$ cat config.mk
export PLATFORM = sky130hd
export DESIGN_NAME = sdso_ctrl
export DESIGN_NICKNAME = d
export VERILOG_FILES = /design/src/hdl/sdso_pkg.sv /design/src/hdl/sdso_ctrl.sv
export SDC_FILE = /design/constraint.sdc
export NUM_CORES = 1
export LEC_CHECK = 0
export BUFFER_PORTS_ARGS = -buffer_cell sky130_fd_sc_hd__buf_2
export CAP_MARGIN = 20
export CORE_AREA = 2 2 39 41
export CTS_CLUSTER_DIAMETER = 150
export DETAILED_ROUTE_END_ITERATION = 8
export DIE_AREA = 0 0 41 43
export GPL_TIMING_DRIVEN = 0
export PLACE_DENSITY = 0.53
export RECOVER_POWER = 25
export SLEW_MARGIN = 20
export SYNTH_ARGS = -nofsm -noshare
export SYNTH_HDL_FRONTEND = slang
export SYNTH_SLANG_ARGS = --single-unit
$ cat constraint.sdc
create_clock -name clk -period 2 [get_ports clk]
set_input_delay 0.4 -clock clk [delete_from_list [all_inputs] [get_ports clk]]
set_output_delay 0.4 -clock clk [all_outputs]
set_load 0.01 [all_outputs]
$ cat src/hdl/sdso_pkg.sv
// Shared types, constants and the quarter-wave sine table for the swept dual sine oscillator.
// No dependencies; imported by every module of the block.
`timescale 1ns / 1ps

package sdso_pkg;

  localparam int PHASE_BITS         = 32;
  localparam int SINE_TABLE_ENTRIES = 1024;
  localparam int CONTROL_BITS       = 16;

  localparam int QUARTER_LEN = SINE_TABLE_ENTRIES / 4;
  localparam int IDX_W       = $clog2(SINE_TABLE_ENTRIES);
  localparam int QB          = IDX_W - 2;
  localparam int TIDX_W      = QB + 1;

  localparam int CFG_IDX_W  = 8;
  localparam int CFG_DATA_W = 32;
  localparam int INC_W      = 32;
  localparam int GAIN_W     = 15;
  localparam int SINE_W     = 16;
  localparam int TONE_W     = 32;
  localparam int MUL_W      = 33;
  localparam int PROD_W     = 2 * MUL_W;
  localparam int ROOT_W     = 31;
  localparam int RAD_W      = 2 * ROOT_W;
  localparam int OUT_W      = 18;

  localparam int IN_TDATA_W  = ((CONTROL_BITS + 7) / 8) * 8;
  localparam int OUT_TDATA_W = ((OUT_W + 7) / 8) * 8;

  localparam logic [INC_W-1:0]      FSI_RST   = 32'd97391548;
  localparam logic [INC_W-1:0]      TINC_RST  = 32'd42852281;
  localparam logic [GAIN_W-1:0]     AMP_RST   = 15'd32702;
  localparam logic [GAIN_W-1:0]     DEPTH_RST = 15'd32440;
  localparam logic [PHASE_BITS-1:0] STEP_RST  = PHASE_BITS'(64'd42852281);

  localparam int OFFSET_Q14   = 11585;
  localparam int ROUND_SHIFT  = 46;
  localparam longint HALF_PI_Q30 = 64'd1686629713;

  localparam longint TaylorDiv [1:8] = '{6, 20, 42, 72, 110, 156, 210, 272};

  typedef enum logic [CFG_IDX_W-1:0] {
    REG_SWEEP_FSI   = 8'd0,
    REG_TONE_INC    = 8'd1,
    REG_SWEEP_AMP   = 8'd2,
    REG_TONE_DEPTH  = 8'd3
  } cfg_reg_t;

  typedef enum logic [1:0] {
    MUL_STEP,
    MUL_INNER,
    MUL_TONE,
    MUL_OUT
  } mul_sel_t;

  typedef enum logic {
    SINE_SWEEP,
    SINE_TONE
  } sine_sel_t;

  typedef enum logic [3:0] {
    ST_IDLE,
    ST_STEP_MUL,
    ST_STEP_WR,
    ST_SIN_SWEEP,
    ST_INNER_MUL,
    ST_SIN_TONE,
    ST_TONE_MUL,
    ST_TONE_WR,
    ST_SQRT_WAIT,
    ST_OUT_MUL,
    ST_FINISH
  } state_t;

  typedef struct packed {
    logic      in_load;
    logic      mul_en;
    mul_sel_t  mul_sel;
    logic      step_load;
    logic      sine_load;
    sine_sel_t sine_sel;
    logic      sqrt_start;
    logic      tone_load;
    logic      out_load;
  } cmd_t;

  typedef struct packed {
    logic ctl_valid;
    logic sqrt_busy;
  } stat_t;

  typedef logic [GAIN_W-1:0] qtab_t [0:QUARTER_LEN];

  // Q30 Taylor series for sin over the first quadrant, scaled to unsigned Q0.15
  function automatic qtab_t build_qtab();
    qtab_t  t;
    longint x;
    longint x2;
    longint term;
    longint sum;
    longint v;
    for (int k = 0; k <= QUARTER_LEN; k++) begin
      x    = (longint'(k) * HALF_PI_Q30) / QUARTER_LEN;
      x2   = (x * x) >>> 30;
      term = x;
      sum  = x;
      for (int n = 1; n <= 8; n++) begin
        term = ((term * x2) >>> 30) / TaylorDiv[n];
        if (n % 2 == 1) begin
          sum = sum - term;
        end else begin
          sum = sum + term;
        end
      end
      if (sum < 0) begin
        sum = 0;
      end
      v = (sum * 32767 + (64'sd1 <<< 29)) >>> 30;
      if (v > 32767) begin
        v = 32767;
      end
      t[k] = GAIN_W'(v);
    end
    return t;
  endfunction

  localparam qtab_t QTAB = build_qtab();

endpackage

$ cat src/hdl/sdso_ctrl.sv
// Sequencer for one frame: control step update, two sine lookups, shared multiplier,
// square root wait and output hand-off. Depends on sdso_pkg.
`timescale 1ns / 1ps

module sdso_ctrl
  import sdso_pkg::*;
(
  input  logic  clk,
  input  logic  rst_n,
  input  logic  in_tvalid,
  output logic  in_tready,
  output logic  out_tvalid,
  input  logic  out_tready,
  input  stat_t stat,
  output cmd_t  cmd
);

  state_t state_r, state_nxt;
  logic   out_valid_r, out_valid_nxt;

  always_ff @(posedge clk) begin
    if (!rst_n) begin
      state_r     <= ST_IDLE;
      out_valid_r <= 1'b0;
    end else begin
      state_r     <= state_nxt;
      out_valid_r <= out_valid_nxt;
    end
  end

  always_comb begin
    state_nxt = state_r;
    cmd       = '0;
    cmd.mul_sel  = MUL_STEP;
    cmd.sine_sel = SINE_SWEEP;
    in_tready = 1'b0;
    case (state_r)
      ST_IDLE: begin
        in_tready = 1'b1;
        if (in_tvalid) begin
          cmd.in_load = 1'b1;
          state_nxt   = ST_STEP_MUL;
        end
      end
      ST_STEP_MUL: begin
        if (stat.ctl_valid) begin
          cmd.mul_en  = 1'b1;
          cmd.mul_sel = MUL_STEP;
          state_nxt   = ST_STEP_WR;
        end else begin
          state_nxt = ST_SIN_SWEEP;
        end
      end
      ST_STEP_WR: begin
        cmd.step_load = 1'b1;
        state_nxt     = ST_SIN_SWEEP;
      end
      ST_SIN_SWEEP: begin
        cmd.sine_load = 1'b1;
        cmd.sine_sel  = SINE_SWEEP;
        state_nxt     = ST_INNER_MUL;
      end
      ST_INNER_MUL: begin
        cmd.mul_en  = 1'b1;
        cmd.mul_sel = MUL_INNER;
        state_nxt   = ST_SIN_TONE;
      end
      ST_SIN_TONE: begin
        cmd.sine_load  = 1'b1;
        cmd.sine_sel   = SINE_TONE;
        cmd.sqrt_start = 1'b1;
        state_nxt      = ST_TONE_MUL;
      end
      ST_TONE_MUL: begin
        cmd.mul_en  = 1'b1;
        cmd.mul_sel = MUL_TONE;
        state_nxt   = ST_TONE_WR;
      end
      ST_TONE_WR: begin
        cmd.tone_load = 1'b1;
        state_nxt     = ST_SQRT_WAIT;
      end
      ST_SQRT_WAIT: begin
        if (!stat.sqrt_busy) begin
          state_nxt = ST_OUT_MUL;
        end
      end
      ST_OUT_MUL: begin
        cmd.mul_en  = 1'b1;
        cmd.mul_sel = MUL_OUT;
        state_nxt   = ST_FINISH;
      end
      ST_FINISH: begin
        if (!out_valid_r || out_tready) begin
          cmd.out_load = 1'b1;
          state_nxt    = ST_IDLE;
        end
      end
      default: state_nxt = ST_IDLE;
    endcase
  end

  always_comb begin
    if (cmd.out_load) begin
      out_valid_nxt = 1'b1;
    end else if (out_tready) begin
      out_valid_nxt = 1'b0;
    end else begin
      out_valid_nxt = out_valid_r;
    end
  end

  assign out_tvalid = out_valid_r;

  a_start_idle_root: assert property (@(posedge clk) disable iff (!rst_n)
    cmd.sqrt_start |-> !stat.sqrt_busy)
    else $error("square root restarted while busy");

  a_no_overwrite: assert property (@(posedge clk) disable iff (!rst_n)
    cmd.out_load |-> (!out_valid_r || out_tready))
    else $error("pending result overwritten");

  a_one_at_a_time: assert property (@(posedge clk) disable iff (!rst_n)
    (in_tvalid && in_tready) |=> !in_tready)
    else $error("second transaction accepted while busy");

  a_result_per_item: assert property (@(posedge clk) disable iff (!rst_n)
    cmd.out_load |=> (out_tvalid && state_r == ST_IDLE))
    else $error("result load did not complete the frame");

endmodule

Word-level counts from Yosys, hierarchy flattened
Cells that the tools add are included.

Flip-flop bits (word level): 5. Input bits: 6. Output and inout bits: 12.

Equality and inequality tests: 13. Muxes and demuxes: 18. Reduce and logical (&&, ||, !) cells: 5.

Operators with widths (count): case mux 4 bit (11 select lines) (1); == test 4 x 3 -> 1 bit, second input constant (4); == test 4 bit, second input constant (3); two-way mux 4 bit (3); case mux 3 bit (4 select lines) (1); two-way mux 1 bit (11); == test 4 x 2 -> 1 bit, second input constant (2); inequality test 2 bit, second input constant (3); == test 4 x 1 -> 1 bit, second input constant (1); zero test 4 bit (1); case mux 2 bit (2 select lines) (1); two-way mux 3 bit (1); AND reduction 3 bit (1); nonzero test 2 bit (1); zero test 1 bit (1); logical OR 1 bit (1).

Longest topological paths before layout
Depth after elaboration: 5. Gate-level depth with buffers: 4.

Worst setup path after synthesis
OpenSTA, ideal clock, no wires.

Path type: register to output. Start point: reg state_r[3]. End point: out cmd[9] (netlist bit). Arrival: 1.167 ns. Slack: 0.433 ns. Cell stages (with the launch flop): 3. Path buffers: 0. Cell sequence: dfxtp_1 nor4_1 and2_1.

RTL lines: from (decl) (line sdso_ctrl.sv:18) `state_t state_r, state_nxt;`; from (signal assigned) (line sdso_ctrl.sv:26) `state_r <= state_nxt;`; to (decl) (line sdso_ctrl.sv:15) `output cmd_t cmd`.

==> run summary <==
period utilization - 90.3%
minimum clock period - 1810 ps
total die area - 1760 um2
Worst setup EP type - output pin
Top Layer Used - met3
total power - 612 uW
residual DRC count - 0
Clock Skew - 1.08 ps
r2r endpoint - state_r[0]$_SDFFE_PN0P_
placer congestion estimate - 0.635
Die X - 41 um
Slew Limit Fails - 0
WL per Instance - 11.1 um
placed cell area - 493 um2
worst-skew pair later-pin latency - 240 ps
Slew headroom - 73.3%
largest area contributor in the netlist - dfxtp_1
non-filler cells in the finished layout - 87
number of synthesized register bits - 5
asr flop ratio synth - 0%
max_cap viols - 0
Crit path largest cell delay - 380 ps
I/O pins - 18
crit path DAT - 1410 ps
Least-Margin Pin Slew - 397 ps
top cell type's share of synthesized area - 25.8%
Hold Buf Count CTS - 0
Synth Net Count - 56
global-route wire length before repair - 1460 um
RR Startpoint - state_r[2]$_SDFFE_PN0P_
Worst Hold Class - in2reg
Post-DP HPWL - 731 um
Area Overhead vs Synth - 33.5%
core outline area - 1380 um2
worst hold path depth - 3
initial core utilization - 28.0%
Post-synth EDFFs - 0
synth top area cells - dfxtp_1, a21oi_1, and4b_1, buf_2, nor3_1
initial antenna violation count - 0
endpoints failing hold - 0
Hold Startpoint - rst_n
number of routed nets with antenna violations - 0
Register-to-Register Path Depth - 4
most frequent CP cell - buf_2
reg2reg setup slack - 820 ps
M1 WL - 425 um
Mean Syn Cell Area - 7.76 um2
crit path cell chain - buf_2, nor4bb_1, a31o_2, buf_2
port bufs - 17
ys flop type - dfxtp_1
CTS Root Cell - clkbuf_4
worst path buffer plus inverter count - 2
startpoint types - flop
Cell Area, Synth - 388 um2
Critical-path top delay cell - dfxtp_1
critical path's top delay family - flip-flops
Seq/Total Area, Yosys - 25.8%
drt first-iter violations - 4
leakage power - 0.249 nW
Die Ht - 43 um
CTS buffer count - 3
final setup vio count - 0
Worst Path Class, Setup - reg2out
H-tree levels - 1
status - finished, final reports clean
total grt overflow - 0
via/cell ratio - 4.97
TritonCTS clock tree - done
GRT Total Usage - 12.3%
row cnt - 14
Nets - 78
clk buf depth - 2
post-route design area - 518 um2
1st-pass router iterations - 2
Cells after Synth - 50
number of global-route vias before repair - 339
synth unique cells - 28
layout cells sized above 1 - 36.6%
metal3 WL - 56 um
unrepaired setup endpoints after global routing - no
VDD IR max - 0.000291 V
Max FO, Critical Path - 10
ANT cells - 0
number of gates resized after CTS - 0
clock sinks - 5
Routed WL - 963 um
Max Freq - 554 MHz
clk slew on worst S/H paths - 40 ps
met2 wire length - 481 um
largest net degree at the start of global routing - 11
Syn. warnings - 0
routed vias - 432
worst hold path endpoint - state_r[1]$_SDFFE_PN0P_
placed cells - 83
Post-CTS Setup Bufs - 0
Pwr per Cell Area - 1180 nW/um2
setup TNS - 0 ps
Req. time, crit path - 1600 ps
## cell usage after synthesis, types with 2 or more instances
master,instances
a21o_1,2
o211ai_1,2
inv_1,2
buf_2,4
and4b_1,2
a21oi_1,5
nor2_1,2
nor3_1,3
dfxtp_1,5
buf_4,2
nand2b_1,2
nand2_1,3
## worst min-delay path: stages
cell and delay, ps:
buf_2 120, o211ai_1 90, a21oi_1 40
## layout make-up
cell class | count | area, um2
Buffer | 6 | 35.0
Clock buffer | 4 | 26.3
Fill cell | 164 | 866
Inverter | 2 | 7.51
Multi-Input combinational cell | 37 | 245
Sequential cell | 5 | 100
Tap cell | 16 | 20.0
Timing Repair Buffer | 17 | 83.8
## kinds of logic (layout without fill, tap and decap cells)
kind of cell | Yosys count | in the layout | share of synthesized area [%]
xor+xnor | 2 | 2 | 4.52
simple gates | 22 | 22 | 37.4
buf+inv | 8 | 29 | 11.0
compound gates | 13 | 13 | 21.3
flops | 5 | 5 | 25.8
## cells in the final DEF (no fill, tap or decap)
cell type / n
nand2_1: 3
a21o_1: 2
nor4b_1: 1
buf_2: 20
clkbuf_1: 2
nand4bb_1: 1
nor4bb_1: 1
xnor2_1: 1
o21ai_0: 1
a31oi_1: 1
nor2b_1: 1
and2_1: 1
a31o_2: 1
nor4_1: 1
clkbuf_4: 3
a21oi_1: 5
or3b_1: 1
nand2b_1: 2
nand3b_1: 1
nor3_1: 3
o31ai_1: 1
dfxtp_1: 5
nor2_1: 2
buf_4: 2
o211ai_1: 2
and4b_1: 2
or2_0: 1
xor2_1: 1
nor3b_1: 1
inv_1: 2
## per-stage QoR
stage | utilization (%) | setup slack [ps] | hold WS, ps
after floorplan | - | 433 | 542
after global placement | 35.6 | 447 | 548
after detailed placement | 35.6 | 435 | 544
after CTS | 37.5 | 166 | 443
after global routing | 37.4 | 57.5 | 441
final | 37.4 | 194 | 457
## power breakdown
| part | internal (mW) | leakage, nW | switching [mW] |
|---|---|---|---|
| registers | 0.128 | 0.0411 | 0.0404 |
| clock network | 0.0753 | 0.0150 | 0.0400 |
| logic | 0.149 | 0.193 | 0.180 |
## flip-flops by register name (all words and copies together) (netlist names)
signal / cells
out_tvalid: 1
state_r: 4
## per-layer routing
| metal | GRT usage [%] | vias up |
|---|---|---|
| li1 | - | 222 |
| met1 | 16.3 | 200 |
| met2 | 16.9 | 10 |
| met3 | 6.28 | 0 |
| met4 | 4.00 | 0 |
| met5 | 0 | - |
## worst max-delay path by stage
stage                                  startpoint      to  slack, ps  depth (start not counted)
after CTS                 state_r[2]$_SDFFE_PN0P_  cmd[7]        170                          4
after global placement    state_r[0]$_SDFFE_PN0P_  cmd[3]        450                          5
after floorplan           state_r[3]$_SDFFE_PN0P_  cmd[9]        430                          2
after global routing      state_r[0]$_SDFFE_PN0P_  cmd[3]         60                          5
after detailed placement  state_r[2]$_SDFFE_PN0P_  cmd[7]        430                          4
final                     state_r[2]$_SDFFE_PN0P_  cmd[7]        190                          4
Power figures use the tool's default switching activity.
